**src/design/shared_level_irq_dispatcher_macros.svh**
```systemverilog
// assertion macros shared by the dispatcher modules
// each macro expects clk and rst_n in scope
`ifndef SHARED_LEVEL_IRQ_DISPATCHER_MACROS_SVH
`define SHARED_LEVEL_IRQ_DISPATCHER_MACROS_SVH

// same-cycle implication
`define SLID_ASSERT_IMPL(name, ante, cons) \
    name: assert property (@(posedge clk) disable iff (!rst_n) (ante) |-> (cons)) \
        else $error("slid: same-cycle check failed");

// next-cycle implication
`define SLID_ASSERT_NEXT(name, ante, cons) \
    name: assert property (@(posedge clk) disable iff (!rst_n) (ante) |=> (cons)) \
        else $error("slid: next-cycle check failed");

`endif

```
**src/design/slid_pkg.sv**
```systemverilog
`default_nettype none

package slid_pkg;

    // sizes
    localparam int NUM_SOURCES = 14;
    localparam int SRC_W       = 4;
    localparam int REG_W       = 15;
    localparam int CFG_W       = 14;
    localparam int WORD_W      = 16;
    localparam int KIND_W      = 2;
    localparam int LEVEL_W     = 3;
    localparam int CNT_W       = 32;
    localparam int DATA_W      = 32;
    localparam int ADDR_W      = 5;
    localparam int IDX_W       = 3;

    // bits of the enable and request registers that can be sources
    localparam logic [REG_W-1:0] SRC_BITS =
        REG_W'(((1 << NUM_SOURCES) - 1) & ((1 << CFG_W) - 1));

    // set/clear select bit of a written word
    localparam int SETCLR_POS = WORD_W - 1;

    // item kinds
    localparam logic [KIND_W-1:0] KIND_WR_ENABLE  = 2'd0;
    localparam logic [KIND_W-1:0] KIND_WR_REQUEST = 2'd1;
    localparam logic [KIND_W-1:0] KIND_RAISE      = 2'd2;
    localparam logic [KIND_W-1:0] KIND_DISPATCH   = 2'd3;

    // register indexes on the apb port
    localparam logic [IDX_W-1:0] REG_LEVEL1  = 3'd0;
    localparam logic [IDX_W-1:0] REG_LEVEL2  = 3'd1;
    localparam logic [IDX_W-1:0] REG_LEVEL3  = 3'd2;
    localparam logic [IDX_W-1:0] REG_LEVEL4  = 3'd3;
    localparam logic [IDX_W-1:0] REG_LEVEL5  = 3'd4;
    localparam logic [IDX_W-1:0] REG_LEVEL6  = 3'd5;
    localparam logic [IDX_W-1:0] REG_HANDLER = 3'd6;

    // reset values of the level masks and handler bits
    localparam logic [CFG_W-1:0] LEVEL1_RST  = 14'd7;
    localparam logic [CFG_W-1:0] LEVEL2_RST  = 14'd8;
    localparam logic [CFG_W-1:0] LEVEL3_RST  = 14'd112;
    localparam logic [CFG_W-1:0] LEVEL4_RST  = 14'd1920;
    localparam logic [CFG_W-1:0] LEVEL5_RST  = 14'd6144;
    localparam logic [CFG_W-1:0] LEVEL6_RST  = 14'd8192;
    localparam logic [CFG_W-1:0] HANDLER_RST = 14'd0;

    // controller to datapath commands
    typedef struct packed {
        logic load;
        logic emit;
    } slid_cmd_t;

    // datapath to controller status
    typedef struct packed {
        logic last;
    } slid_sts_t;

    // set/clear style register update
    function automatic logic [REG_W-1:0] setclr(input logic [REG_W-1:0] cur,
                                                input logic [WORD_W-1:0] word);
        logic [REG_W-1:0] sel;
        sel = word[REG_W-1:0];
        if (word[SETCLR_POS])
        begin
            return cur | sel;
        end
        return cur & ~sel;
    endfunction

endpackage

`default_nettype wire

```
**src/design/slid_ctrl.sv**
```systemverilog
`default_nettype none
`include "shared_level_irq_dispatcher_macros.svh"

module slid_ctrl (
    input  logic                clk,
    input  logic                rst_n,
    input  logic                item_valid,
    output logic                item_ready,
    output logic                result_valid,
    input  logic                result_ready,
    output slid_pkg::slid_cmd_t cmd,
    input  slid_pkg::slid_sts_t sts
);
    import slid_pkg::*;

    localparam logic ST_IDLE = 1'b0;
    localparam logic ST_EMIT = 1'b1;

    logic state_reg;
    logic state_next;
    logic out_valid_reg;
    logic out_valid_next;

    // sequencing: take one transaction, then emit its results one per cycle while the output slot is free or being read
    always_comb
    begin
        state_next = state_reg;
        cmd        = '0;
        item_ready = 1'b0;
        case (state_reg)
            ST_IDLE:
            begin
                item_ready = 1'b1;
                if (item_valid)
                begin
                    cmd.load   = 1'b1;
                    state_next = ST_EMIT;
                end
            end
            ST_EMIT:
            begin
                if (!out_valid_reg || result_ready)
                begin
                    cmd.emit = 1'b1;
                    if (sts.last)
                    begin
                        state_next = ST_IDLE;
                    end
                end
            end
            default:
            begin
                state_next = ST_IDLE;
            end
        endcase
    end

    // output slot occupancy
    assign out_valid_next = cmd.emit | (out_valid_reg & ~result_ready);
    assign result_valid   = out_valid_reg;

    always_ff @(posedge clk or negedge rst_n)
    begin
        if (!rst_n)
        begin
            state_reg     <= ST_IDLE;
            out_valid_reg <= 1'b0;
        end
        else
        begin
            state_reg     <= state_next;
            out_valid_reg <= out_valid_next;
        end
    end

    `SLID_ASSERT_NEXT(a_load_starts_emit, cmd.load, state_reg == ST_EMIT)
    `SLID_ASSERT_NEXT(a_last_ends_item, cmd.emit && sts.last, state_reg == ST_IDLE && result_valid)
    `SLID_ASSERT_NEXT(a_valid_held, result_valid && !result_ready, result_valid)

endmodule

`default_nettype wire

```
**src/design/slid_dp.sv**
```systemverilog
`default_nettype none
`include "shared_level_irq_dispatcher_macros.svh"

module slid_dp (
    input  logic                              clk,
    input  logic                              rst_n,
    input  slid_pkg::slid_cmd_t               cmd,
    output slid_pkg::slid_sts_t               sts,
    input  logic [slid_pkg::KIND_W-1:0]       kind,
    input  logic [slid_pkg::WORD_W-1:0]       write_bits,
    input  logic [slid_pkg::LEVEL_W-1:0]      level,
    input  logic                              psel,
    input  logic                              penable,
    input  logic                              pwrite,
    input  logic [slid_pkg::ADDR_W-1:0]       paddr,
    input  logic [slid_pkg::DATA_W-1:0]       pwdata,
    output logic [slid_pkg::DATA_W-1:0]       prdata,
    output logic [slid_pkg::SRC_W-1:0]        source,
    output logic                              serviced,
    output logic                              spurious,
    output logic                              none_active,
    output logic                              last,
    output logic [slid_pkg::REG_W-1:0]        enable_now,
    output logic [slid_pkg::REG_W-1:0]        request_now,
    output logic [slid_pkg::CNT_W-1:0]        spurious_count
);
    import slid_pkg::*;

    logic [CFG_W-1:0]       lvl1_reg;
    logic [CFG_W-1:0]       lvl2_reg;
    logic [CFG_W-1:0]       lvl3_reg;
    logic [CFG_W-1:0]       lvl4_reg;
    logic [CFG_W-1:0]       lvl5_reg;
    logic [CFG_W-1:0]       lvl6_reg;
    logic [CFG_W-1:0]       handler_reg;
    logic [REG_W-1:0]       enable_reg;
    logic [REG_W-1:0]       enable_next;
    logic [REG_W-1:0]       request_reg;
    logic [REG_W-1:0]       request_next;
    logic [CNT_W-1:0]       spur_total_reg;
    logic [CNT_W-1:0]       spur_total_next;
    logic [NUM_SOURCES-1:0] act_reg;
    logic [NUM_SOURCES-1:0] act_next;

    logic [SRC_W-1:0]       source_reg;
    logic                   serviced_reg;
    logic                   spurious_reg;
    logic                   none_reg;
    logic                   last_reg;
    logic [REG_W-1:0]       enable_now_reg;
    logic [REG_W-1:0]       request_now_reg;
    logic [CNT_W-1:0]       count_now_reg;

    logic                   cfg_wr;
    logic [IDX_W-1:0]       cfg_idx;
    logic [CFG_W-1:0]       cfg_val;
    logic [CFG_W-1:0]       level_mask;
    logic [NUM_SOURCES-1:0] dispatch_set;
    logic [NUM_SOURCES-1:0] low_bit;
    logic [NUM_SOURCES-1:0] rest;
    logic [REG_W-1:0]       low_ext;
    logic [SRC_W-1:0]       src_idx;
    logic                   act_empty;
    logic                   has_handler;
    logic                   drop;
    logic [REG_W-1:0]       en_emit;
    logic [REG_W-1:0]       req_emit;
    logic [CNT_W-1:0]       cnt_emit;

    // apb decode
    assign cfg_wr  = psel & penable & pwrite;
    assign cfg_idx = paddr[ADDR_W-1:2];
    assign cfg_val = pwdata[CFG_W-1:0];

    always_ff @(posedge clk or negedge rst_n)
    begin
        if (!rst_n)
        begin
            lvl1_reg    <= LEVEL1_RST;
            lvl2_reg    <= LEVEL2_RST;
            lvl3_reg    <= LEVEL3_RST;
            lvl4_reg    <= LEVEL4_RST;
            lvl5_reg    <= LEVEL5_RST;
            lvl6_reg    <= LEVEL6_RST;
            handler_reg <= HANDLER_RST;
        end
        else if (cfg_wr)
        begin
            case (cfg_idx)
                REG_LEVEL1:  lvl1_reg    <= cfg_val;
                REG_LEVEL2:  lvl2_reg    <= cfg_val;
                REG_LEVEL3:  lvl3_reg    <= cfg_val;
                REG_LEVEL4:  lvl4_reg    <= cfg_val;
                REG_LEVEL5:  lvl5_reg    <= cfg_val;
                REG_LEVEL6:  lvl6_reg    <= cfg_val;
                REG_HANDLER: handler_reg <= cfg_val;
                default:     ;
            endcase
        end
    end

    // register readback
    always_comb
    begin
        case (cfg_idx)
            REG_LEVEL1:  prdata = DATA_W'(lvl1_reg);
            REG_LEVEL2:  prdata = DATA_W'(lvl2_reg);
            REG_LEVEL3:  prdata = DATA_W'(lvl3_reg);
            REG_LEVEL4:  prdata = DATA_W'(lvl4_reg);
            REG_LEVEL5:  prdata = DATA_W'(lvl5_reg);
            REG_LEVEL6:  prdata = DATA_W'(lvl6_reg);
            REG_HANDLER: prdata = DATA_W'(handler_reg);
            default:     prdata = '0;
        endcase
    end

    // source mask of the dispatched level, levels zero and seven have none
    always_comb
    begin
        case (level)
            3'd1:    level_mask = lvl1_reg;
            3'd2:    level_mask = lvl2_reg;
            3'd3:    level_mask = lvl3_reg;
            3'd4:    level_mask = lvl4_reg;
            3'd5:    level_mask = lvl5_reg;
            3'd6:    level_mask = lvl6_reg;
            default: level_mask = '0;
        endcase
    end

    assign dispatch_set = NUM_SOURCES'(request_reg & enable_reg &
                                       REG_W'(level_mask) & SRC_BITS);

    // register writes and snapshot of the active set at accept
    always_comb
    begin
        enable_next  = enable_reg;
        request_next = request_reg;
        act_next     = '0;
        case (kind)
            KIND_WR_ENABLE:  enable_next  = setclr(enable_reg, write_bits);
            KIND_WR_REQUEST: request_next = setclr(request_reg, write_bits);
            KIND_RAISE:      request_next = request_reg | (write_bits[REG_W-1:0] & SRC_BITS);
            KIND_DISPATCH:   act_next     = dispatch_set;
            default:         ;
        endcase
    end

    // lowest active source
    assign low_bit   = act_reg & (~act_reg + NUM_SOURCES'(1));
    assign rest      = act_reg & ~low_bit;
    assign low_ext   = REG_W'(low_bit);
    assign act_empty = (act_reg == '0);

    always_comb
    begin
        src_idx = '0;
        for (int i = 0; i < NUM_SOURCES; i++)
        begin
            if (low_bit[i])
            begin
                src_idx = src_idx | SRC_W'(i);
            end
        end
    end

    // spurious shut-off
    assign has_handler = |(REG_W'(handler_reg) & low_ext);
    assign drop        = !act_empty && !has_handler;
    assign en_emit     = drop ? (enable_reg & ~low_ext) : enable_reg;
    assign req_emit    = drop ? (request_reg & ~low_ext) : request_reg;
    assign cnt_emit    = spur_total_reg + CNT_W'(drop);

    assign sts.last = (rest == '0);

    always_comb
    begin
        spur_total_next = spur_total_reg;
        if (cmd.emit)
        begin
            spur_total_next = cnt_emit;
        end
    end

    always_ff @(posedge clk or negedge rst_n)
    begin
        if (!rst_n)
        begin
            enable_reg     <= '0;
            request_reg    <= '0;
            spur_total_reg <= '0;
            act_reg        <= '0;
        end
        else
        begin
            spur_total_reg <= spur_total_next;
            if (cmd.load)
            begin
                enable_reg  <= enable_next;
                request_reg <= request_next;
                act_reg     <= act_next;
            end
            else if (cmd.emit)
            begin
                enable_reg  <= en_emit;
                request_reg <= req_emit;
                act_reg     <= rest;
            end
        end
    end

    // result register
    always_ff @(posedge clk)
    begin
        if (cmd.emit)
        begin
            source_reg      <= src_idx;
            serviced_reg    <= !act_empty && has_handler;
            spurious_reg    <= drop;
            none_reg        <= act_empty;
            last_reg        <= sts.last;
            enable_now_reg  <= en_emit;
            request_now_reg <= req_emit;
            count_now_reg   <= cnt_emit;
        end
    end

    assign source         = source_reg;
    assign serviced       = serviced_reg;
    assign spurious       = spurious_reg;
    assign none_active    = none_reg;
    assign last           = last_reg;
    assign enable_now     = enable_now_reg;
    assign request_now    = request_now_reg;
    assign spurious_count = count_now_reg;

    `SLID_ASSERT_NEXT(a_empty_gives_none, cmd.emit && act_empty, none_reg && last_reg)
    `SLID_ASSERT_NEXT(a_one_flag, cmd.emit && !act_empty, !none_reg && (serviced_reg != spurious_reg))
    `SLID_ASSERT_IMPL(a_count_on_emit, !$stable(spur_total_reg), $past(cmd.emit))

endmodule

`default_nettype wire

```
**src/design/shared_level_irq_dispatcher.sv**
```systemverilog
// a transaction is loaded in the idle state; the emit state then registers its first result
// each transaction emits one result per cycle while the output slot is free or being read:
// register writes and raises emit one result, a dispatch emits 1 to 14 results
// a new transaction is taken while the last result still waits in the output register
// reset: rst_n async active low; enable, request and spurious count clear, level masks
// and handler bits take their defaults; no clearing pass
`default_nettype none

module shared_level_irq_dispatcher (
    input  logic                             clk,
    input  logic                             rst_n,
    input  logic                             item_valid,
    output logic                             item_ready,
    input  logic [slid_pkg::KIND_W-1:0]      kind,
    input  logic [slid_pkg::WORD_W-1:0]      write_bits,
    input  logic [slid_pkg::LEVEL_W-1:0]     level,
    output logic                             result_valid,
    input  logic                             result_ready,
    output logic [slid_pkg::SRC_W-1:0]       source,
    output logic                             serviced,
    output logic                             spurious,
    output logic                             none_active,
    output logic                             last,
    output logic [slid_pkg::REG_W-1:0]       enable_now,
    output logic [slid_pkg::REG_W-1:0]       request_now,
    output logic [slid_pkg::CNT_W-1:0]       spurious_count,
    input  logic                             psel,
    input  logic                             penable,
    input  logic                             pwrite,
    input  logic [slid_pkg::ADDR_W-1:0]      paddr,
    input  logic [slid_pkg::DATA_W-1:0]      pwdata,
    output logic [slid_pkg::DATA_W-1:0]      prdata,
    output logic                             pready
);
    import slid_pkg::*;

    slid_cmd_t cmd;
    slid_sts_t sts;

    // no wait states on the apb port
    assign pready = 1'b1;

    // controller
    slid_ctrl u_ctrl (
        .clk          (clk),
        .rst_n        (rst_n),
        .item_valid   (item_valid),
        .item_ready   (item_ready),
        .result_valid (result_valid),
        .result_ready (result_ready),
        .cmd          (cmd),
        .sts          (sts)
    );

    // datapath
    slid_dp u_dp (
        .clk            (clk),
        .rst_n          (rst_n),
        .cmd            (cmd),
        .sts            (sts),
        .kind           (kind),
        .write_bits     (write_bits),
        .level          (level),
        .psel           (psel),
        .penable        (penable),
        .pwrite         (pwrite),
        .paddr          (paddr),
        .pwdata         (pwdata),
        .prdata         (prdata),
        .source         (source),
        .serviced       (serviced),
        .spurious       (spurious),
        .none_active    (none_active),
        .last           (last),
        .enable_now     (enable_now),
        .request_now    (request_now),
        .spurious_count (spurious_count)
    );

endmodule

`default_nettype wire

```
**config.mk**
```make
export PLATFORM = sky130hd
export DESIGN_NAME = shared_level_irq_dispatcher
export DESIGN_NICKNAME = d
export VERILOG_FILES = /design/src/design/slid_pkg.sv /design/src/design/slid_ctrl.sv /design/src/design/slid_dp.sv /design/src/design/shared_level_irq_dispatcher.sv
export VERILOG_INCLUDE_DIRS = /design/src /design/src/design
export SDC_FILE = /design/constraint.sdc
export NUM_CORES = 1
export LEC_CHECK = 0
export BUFFER_PORTS_ARGS = -buffer_cell sky130_fd_sc_hd__buf_2
export CORE_MARGIN = 3
export CORE_UTILIZATION = 40
export CTS_CLUSTER_DIAMETER = 30
export DETAILED_ROUTE_END_ITERATION = 6
export PLACE_DENSITY_LB_ADDON = 0.12
export SETUP_SLACK_MARGIN = 0.3
export SKIP_CTS_REPAIR_TIMING = 1
export SLEW_MARGIN = 20
export SYNTH_ARGS = -nofsm -noshare
export SYNTH_HDL_FRONTEND = slang
export SYNTH_SLANG_ARGS = --single-unit
```
**constraint.sdc**
```tcl
create_clock -name clk -period 7.67 [get_ports clk]
set_input_delay 1.1505 -clock clk [delete_from_list [all_inputs] [get_ports clk]]
set_output_delay 1.1505 -clock clk [all_outputs]
set_load 0.02 [all_outputs]
```
After elaboration in Yosys (flattened, before gate mapping)
Cells that the tools add are included.
{"block": "classes", "bitwise": 22, "n_mul": 0, "n_mux": 40, "n_div": 0, "reduce_logical": 23, "n_addsub": 2, "magnitude_cmp": 0, "shift": 0, "eq_ne": 17}
{"cell": "$mux W15", "n": 11}
{"cell": "$pmux W14 S7", "n": 1}
{"cell": "$pmux W14 S6", "n": 1}
{"cell": "$and A14 B14 Y14", "n": 5}
{"cell": "$and A15 B15 Y15", "n": 4}
{"cell": "$mux W14", "n": 3}
{"cell": "$add A32 B1 Y32", "n": 1}
{"cell": "$or A15 B15 Y15", "n": 2}
{"cell": "$pmux W15 S2", "n": 1}
{"cell": "$logic_not A14 Y1", "n": 2}
{"cell": "$not A14 Y14", "n": 2}
{"cell": "$mux W4", "n": 5}
{"cell": "$eq A3 B3 Y1 const B", "n": 6}
{"cell": "$reduce_and A2 Y1", "n": 9}
{"cell": "$not A14 Y15", "n": 1}
{"cell": "$not A15 Y15", "n": 1}
{"cell": "$or A15 B14 Y15", "n": 1}
{"cell": "$reduce_or A15 Y1", "n": 1}
{"cell": "$add A14 B1 Y14 const B", "n": 1}
{"cell": "$eq A3 B2 Y1 const B", "n": 4}
{"cell": "$mux W3", "n": 4}
{"cell": "$mux W1", "n": 11}
{"cell": "$eq A3 B1 Y1 const B", "n": 2}
{"cell": "$reduce_or A6 Y1", "n": 1}
{"cell": "16 further kinds", "n": 24}
{"block": "word_totals", "register_bits": 246, "in_bits": 65, "n_memories": 0, "output_inout_bits": 105, "ramBits": 0, "latchBits": 0, "wordCells": 128, "mem_bits_ro": 0}

Longest topological paths before layout
Gate-level depths: netlist of the first run.
{"block": "depth", "depth_word": 15, "mapped_depth": 17, "depth_no_buf": 12}

Modules after synthesis
Synthesis of the first run repeated with hierarchy kept, for this count alone.
{"block": "hier_totals", "hier_cells": 1094, "hier_area_um2": 12537.0}
{"mod": "slid_dp", "seq_area_each_um2": 6473.7, "cells_per_inst": 1083, "n_inst": 1, "area_each_um2": 12430.7}
{"mod": "slid_ctrl", "seq_area_each_um2": 50.0, "cells_per_inst": 9, "n_inst": 1, "area_each_um2": 95.1}
{"mod": "shared_level_irq_dispatcher", "seq_area_each_um2": 0.0, "cells_per_inst": 2, "n_inst": 1, "area_each_um2": 11.3}

Least setup slack after synthesis of the first run
Ideal clock, no wire load.
{"block": "synth_timing", "path_type": "input-to-reg", "startpoint": "input port result_ready", "endpoint": "register u_dp.spur_total_reg[30]", "path_buffers": 1, "arrival_time_ns": 4.219, "required_time_ns": 7.541, "setup_time_ns": 0.129, "path_slack_ns": 3.322, "path_stages": 6, "path_cell_list": "nand2b_1 > nand2_1 > clkinv_1 > clkbuf_1 > nand3_1 > xnor2_1"}
{"element": "from (decl)", "line_no": "shared_level_irq_dispatcher.sv:18", "source": "input logic result_ready,"}
{"element": "to (signal assigned)", "line_no": "slid_dp.sv:196", "source": "spur_total_reg <= spur_total_next;"}
{"element": "to (decl)", "line_no": "slid_dp.sv:40", "source": "logic [CNT_W-1:0] spur_total_reg;"}

Final worst setup path of the first run
{"block": "layout_timing", "startpoint": "register u_dp.act_reg[9]", "endpoint": "register u_dp.spur_total_reg[22]"}
{"block": "layout_between", "elab_chain_cells": 8, "elab_cells_between_ends": 10, "classes_between": "2 x add/sub; 3 x bitwise; 5 x reduce/logical"}
{"element": "from (decl)", "line_no": "slid_dp.sv:42", "source": "logic [NUM_SOURCES-1:0] act_reg;"}
{"element": "from (signal assigned)", "line_no": "slid_dp.sv:201", "source": "act_reg <= act_next;"}
{"element": "from (signal assigned)", "line_no": "slid_dp.sv:207", "source": "act_reg <= rest;"}
{"element": "$not A14 Y14", "line_no": "slid_dp.sv:150", "source": "assign low_bit = act_reg & (~act_reg + NUM_SOURCES'(1));"}
{"element": "$add A14 B1 Y14", "line_no": "slid_dp.sv:150"}
{"element": "$and A14 B14 Y14", "line_no": "slid_dp.sv:150"}
{"element": "$and A14 B14 Y14", "line_no": "slid_dp.sv:168", "source": "assign has_handler = |(REG_W'(handler_reg) & low_ext);"}
{"element": "$reduce_or A15 Y1", "line_no": "slid_dp.sv:168"}
{"element": "$logic_not A1 Y1", "line_no": "slid_dp.sv:169", "source": "assign drop = !act_empty && !has_handler;"}
{"element": "$logic_and A1 B1 Y1 *", "line_no": "slid_dp.sv:169"}
{"element": "named net u_dp.drop", "line_no": "slid_dp.sv:65", "source": "logic drop;"}
{"element": "$add A32 B1 Y32 *", "line_no": "slid_dp.sv:172", "source": "assign cnt_emit = spur_total_reg + CNT_W'(drop);"}
The timed path passes the listed nets; every way through them passes the cells marked *.
A chain may end at the register's enable or synchronous reset.

==> results of run 1 <==
-- final timing paths --
check / endpoint / slack [ps] / cells past startpoint
setup reg to reg: u_dp.spur_total_reg[22] / 2900 / 13
hold reg to reg: u_dp.enable_now[14] / 450 / 0
setup / recovery: u_dp.spur_total_reg[22] / 2900 / 13
hold / removal: u_dp.enable_now[14] / 450 / 0
min in group asynchronous: u_dp.spur_total_reg[10] / 620 / 1
max in group asynchronous: u_dp.lvl2_reg[13] / 5650 / 2
-- placed cells by master (no fill, tap or decap), drive strengths merged, types with 11 or more instances in the layout --
cell type    n
a21oi       77
a221oi      11
a22oi       17
and2        12
and3        11
buf        140
clkbuf      88
clkinv      14
conb        19
dfrtp      162
dfstp       14
edfxtp      70
inv         15
mux2       110
mux2i       30
nand2       92
nand3       32
nor2        79
nor2b       22
nor3        23
o21a        11
o21ai       37
xnor2       43
xor2        17
-- where the power goes --
group | total [mW] | switching, mW | leakage (nW) | internal [mW]
clock | 2.70 | 0.792 | 1.06 | 1.91
sequential | 1.96 | 0.213 | 2.88 | 1.74
combinational | 1.14 | 0.716 | 2.69 | 0.421
-- worst max-delay path, cell delays in order (launching register included) --
cell and delay (ps):
dfrtp_1 630, nor2_1 110, a41o_1 290, a222oi_1 350
buf_4 210, nand2_1 430, nor3_1 410, ha_1 250
ha_1 230, nand3_1 170, nor4_2 700, nand2b_1 360
nor4_1 370, xor2_1 180
-- metal layers --
layer	global-route usage (%)	up-vias	part of all wire (%)
met5	0	-	0
met4	6.61	0	1.8
met3	4.92	47	7.0
met2	31.8	334	45
met1	29.2	4785	46
li1	-	4436	-
-- stage by stage --
step / utilization [%] / hold WS [ps] / std cells
after floorplan: - / 419 / 1146
after global placement: 43.6 / 433 / 1592
after detailed placement: 43.6 / 440 / 1592
after CTS: 50.8 / 450 / 1711
after global routing: 50.8 / 461 / 1711
final: 50.8 / 450 / 1711
-- logic make-up (layout without fill, tap and decap cells) --
| family | after synthesis | count (layout) | share of synthesized area, % |
|---|---|---|---|
| muxes | 146 | 146 | 13.4 |
| other | 2 | 19 | 0.0600 |
| adders and majority gates | 4 | 4 | 0.360 |
| xor gates and xnor gates | 60 | 60 | 4.20 |
| buffers and inverters | 103 | 272 | 3.90 |
| and+or+nand+nor | 319 | 319 | 12.6 |
| DFF | 246 | 246 | 52.1 |
| AOI/OAI and AO/OA | 249 | 249 | 13.4 |
-- layout make-up --
| type | count | area [um^2] |
|---|---|---|
| clock inverter | 31 | 412 |
| sequential | 246 | 6520 |
| multi-input combinational | 797 | 5610 |
| tap | 396 | 495 |
| fill | 2848 | 15100 |
| timing repair buffer | 140 | 732 |
| inverter | 13 | 51.3 |
| clock buffer | 88 | 1800 |
==> results.cfg, run 1 <==
[routing]
wirelength_mm = 35.2
vias = 9602
wire_per_inst_um = 20.6
drc_errors = 0
drtIter0Drc = 653
drtPass1Iterations = 5
postRouteAntennaNets = 0
viasPerCell = 5.61

[setup_path]
cp_max_fo = 20
crit_arrival_ps = 5220
cp.required_ps = 8130
crit_type = flip-flop to flip-flop
r2r-start = u_dp.act_reg[9]
end_kind = flip-flop
crit_path_start_kind = flip-flop
setup.worst_path.start = u_dp.act_reg[9]

[placed_design]
placed_area_mm2 = 0.0134
dp_hpwl_mm = 22.7
pre_cts_ws_ps = 2970
io_buffers = 130
place_congestion = 0.873

[clock_network]
htreeDepth = 3
cts_buffers = 66
cts_sinks = 246
cts_tree = built
cts.path.max_buffers = 3
cts-root-buf = clkbuf_16
clkSlewWorstSetupHoldPaths_ps = 40
worstSkewPairLatency_ps = 540

[pwr]
power_mw = 5.79
power-per-cell-area_mw_per_mm2 = 371
p_leak_nw = 6.63
irDropWorstVdd_mv = 0.167

[synth]
synthArstFlopShare_pct = 71.5
yosys_warnings = 0
synth_area_leaders = dfrtp_1 (32%), edfxtp_1 (17%), mux2_2 (9.9%)
yosysMostFrequentCell = dfrtp_1
ys.flop_type = dfrtp_1
synth_seq_area_share_pct = 52.1
ys_ff_latch = 246
netlist_area_mm2 = 0.0125
syn_inst = 1129
netlist.area_leader.share_pct = 32.4
avgSynthCellArea_um2 = 11.1
synth_common_cells = dfrtp_1 (162), mux2_2 (110), nand2_1 (92), nor2_1 (79), a21oi_1 (77)
yosysUniqueCellTypes = 76
synth_area_leader_cell = dfrtp_1
synth_edf_count = 70

[global_routing]
antenna_found_initial = 0
grt_max_degree = 70
grt.total_usage_pct = 20.7
grt_pass1_wl_mm = 54.6
grt_pass1_vias = 9397
gr-total-overflow = 0

[cells_and_area]
design_area_mm2 = 0.0156
area_delta_synth_final_pct = 24.9
num_antenna_cells = 0
nNetsFinal = 1331
drive_above_1_share_pct = 30.6

[sta]
final.setup.tns_ps = 0
period_needed_ps = 4770
fin_crit_sh_pct = 62.2
rsz0062_at_grt = no
final.setup_skew_ps = 21.8
final_max_slew_viol_count = 0
tightest_slew_ps = 1090
setup_viol = 0
finalHoldViolations = 0
maxSlewHeadroom_pct = 26.7
clock.fmax_mhz = 210
setup_ws_ps = 2900

[flow_run]
max-cap-violations = 0

[hold_path]
min_path_type = flip-flop to flip-flop
holdCritStartpoint = u_dp.enable_reg[14]

[floorplan]
initial_utilization_pct = 40.7
io_pins = 170
core-area_mm2 = 0.0307
design.die.area_mm2 = 0.0334
die_h_um = 183
die_w_um = 183
placementRows = 64

[run_status]
status = finished clean
(Power assumes the default switching activity.)
==> run 2, diff against run 1 <==
==> constraint.sdc (replaced) <==
create_clock -name clk -period 4.8 [get_ports clk]
set_input_delay 0.72 -clock clk [delete_from_list [all_inputs] [get_ports clk]]
set_output_delay 0.72 -clock clk [all_outputs]
set_load 0.02 [all_outputs]
==> results.cfg, run 2 (synthesis results as in run 1) <==
[cells_and_area]
register_area_mm2 = 0.00652
final_common_cell = dfrtp_1
num_antenna_cells = 0
layout.cells.non_filler = 1711
nNetsFinal = 1331
final_cell_mix = dfrtp_1 (162), buf_2 (129), mux2_2 (110), nand2_1 (92), a21oi_1 (77)
nFillCells = 2818
area_delta_synth_final_pct = 23.9
multi_input_comb_area_mm2 = 0.00560
drive_above_1_share_pct = 31.0
final_core_util_pct = 50.4

[placed_design]
dp_hpwl_mm = 23.2
io_buffers = 130
pre_cts_ws_ps = 834
place_congestion = 0.873
dp.cells = 1598

[pwr]
power_frac_seq_pct = 34.9
power_frac_comb_pct = 20.4
power-per-cell-area_mw_per_mm2 = 578
p_sw_mw = 2.70
p_clk_share_pct = 44.7
p_leak_nw = 6.59
irDropWorstVdd_mv = 0.270
intPower_mw = 6.27
p_sw_share_pct = 30.1

[clock_network]
cts_sinks = 246
clkSlewWorstSetupHoldPaths_ps = 40
htreeDepth = 2
worstSkewPairLatency_ps = 550
cts.path.max_buffers = 3
cts_tree = built
cts_buffers = 60
cts-root-buf = clkbuf_16

[routing]
postRouteAntennaNets = 0
vias = 9611
viasPerCell = 5.62
wire_per_inst_um = 20.7
drtIter0Drc = 693
drtPass1Iterations = 7
wirelength_mm = 35.5
drc_errors = 6

[floorplan]
placementRows = 64
die_w_um = 183
io_pins = 170
design.die.area_mm2 = 0.0334
core-area_mm2 = 0.0307
die_h_um = 183
initial_utilization_pct = 40.7

[global_routing]
grt_pass1_vias = 9580
grt_pass1_wl_mm = 55.5
grtUsageMet1_pct = 30.1
met3_usage_pct = 4.38
met2_usage_pct = 32.3
antenna_found_initial = 3
gr-total-overflow = 0
grt.total_usage_pct = 21.0
top_usage_layer = met2
grt_max_degree = 97

[setup_path]
crit_arrival_ps = 4400
cp.required_ps = 5230
r2r_slack_ps = 830
end_kind = flip-flop
crit_path_start_kind = flip-flop
cp_max_fo = 15
crit_type = flip-flop to flip-flop

[sta]
hold_ws_ps = 214
final.setup.tns_ps = 0
finalHoldViolations = 0
maxSlewHeadroom_pct = 25.0
final_max_slew_viol_count = 0
rsz0062_at_grt = no
clock.fmax_mhz = 252
fin_crit_sh_pct = 82.7
period_needed_ps = 3970
final.setup_skew_ps = 19.8
tightest_slew_ps = 1120
setup_ws_ps = 831
setup_viol = 0

[hold_path]
min_path_type = input port to asynchronous set/reset pin

[flow_run]
max-cap-violations = 0

[run_status]
violations = design-rule violations
status = complete, but fails checks
## run 2: cell count changes in the layout (fill, tap and decap cells not counted)
cell,previous run,this run
buf_4,10,16
bufinv_16,8,7
clkbuf_1,15,10
clkbuf_16,66,60
clkbuf_8,7,11
clkinv_1,6,5
clkinv_2,5,12
clkinv_8,3,1
inv_4,1,0
inv_6,3,2
nor2b_1,19,20
nor2b_4,1,0
## run 2: cell type report
type                            count  area share, %
Tap cell                          396           3.20
Inverter                           13          0.347
Multi-Input combinational cell    797           36.1
Sequential cell                   246           42.1
Timing Repair Buffer              146           5.01
Clock buffer                       81           10.9
Clock inverter                     32           2.34
## run 2: path summary, 6_finish.rpt
| check | cells after the start | end | start |
|---|---|---|---|
| worst max-delay path | 12 | u_dp.spur_total_reg[25] | u_dp.act_reg[9] |
| worst min-delay path | 1 | u_dp.spur_total_reg[8] | rst_n |
| worst max register to register | 12 | u_dp.spur_total_reg[25] | u_dp.act_reg[9] |
| worst min register to register | 0 | u_dp.enable_now[14] | u_dp.enable_reg[14] |
| max in group asynchronous | 2 | u_dp.lvl1_reg[2] | rst_n |
| min in group clk | 0 | u_dp.enable_now[14] | u_dp.enable_reg[14] |
## run 2: power by group through the flow
stage / combinational (mW) / clock, mW / sequential (mW)
after floorplan: 0.996 / 0 / 3.33
after global placement: 1.80 / 0 / 3.14
after detailed placement: 1.83 / 0 / 3.16
after CTS: 1.84 / 4.07 / 3.13
after global routing: 2.00 / 4.19 / 3.19
final: 1.83 / 4.01 / 3.13
## run 2: worst max-delay path: stages, from the launching register on
cell	delay (ps)
dfrtp_1	640
nor2_1	110
a41o_1	300
a222oi_1	340
buf_4	200
nand2_1	80
nor3_1	260
ha_1	240
nand3_1	230
or4b_2	790
nor3_2	370
nand3_1	150
xnor2_1	140
## run 2: per-layer routing
metal,part of all wire [%],wire [um]
met2,45,16100
met1,45,16100
met5,0.073,26
met4,2.6,916
met3,6.6,2350
## run 2: through the flow
step                total power, mW  cell area (um^2)
floorplan                      4.32             12600
global placement               4.95             13400
detailed placement             4.99             13400
CTS                            9.04             15500
global route                   9.38             15500
finish                         8.96             15500
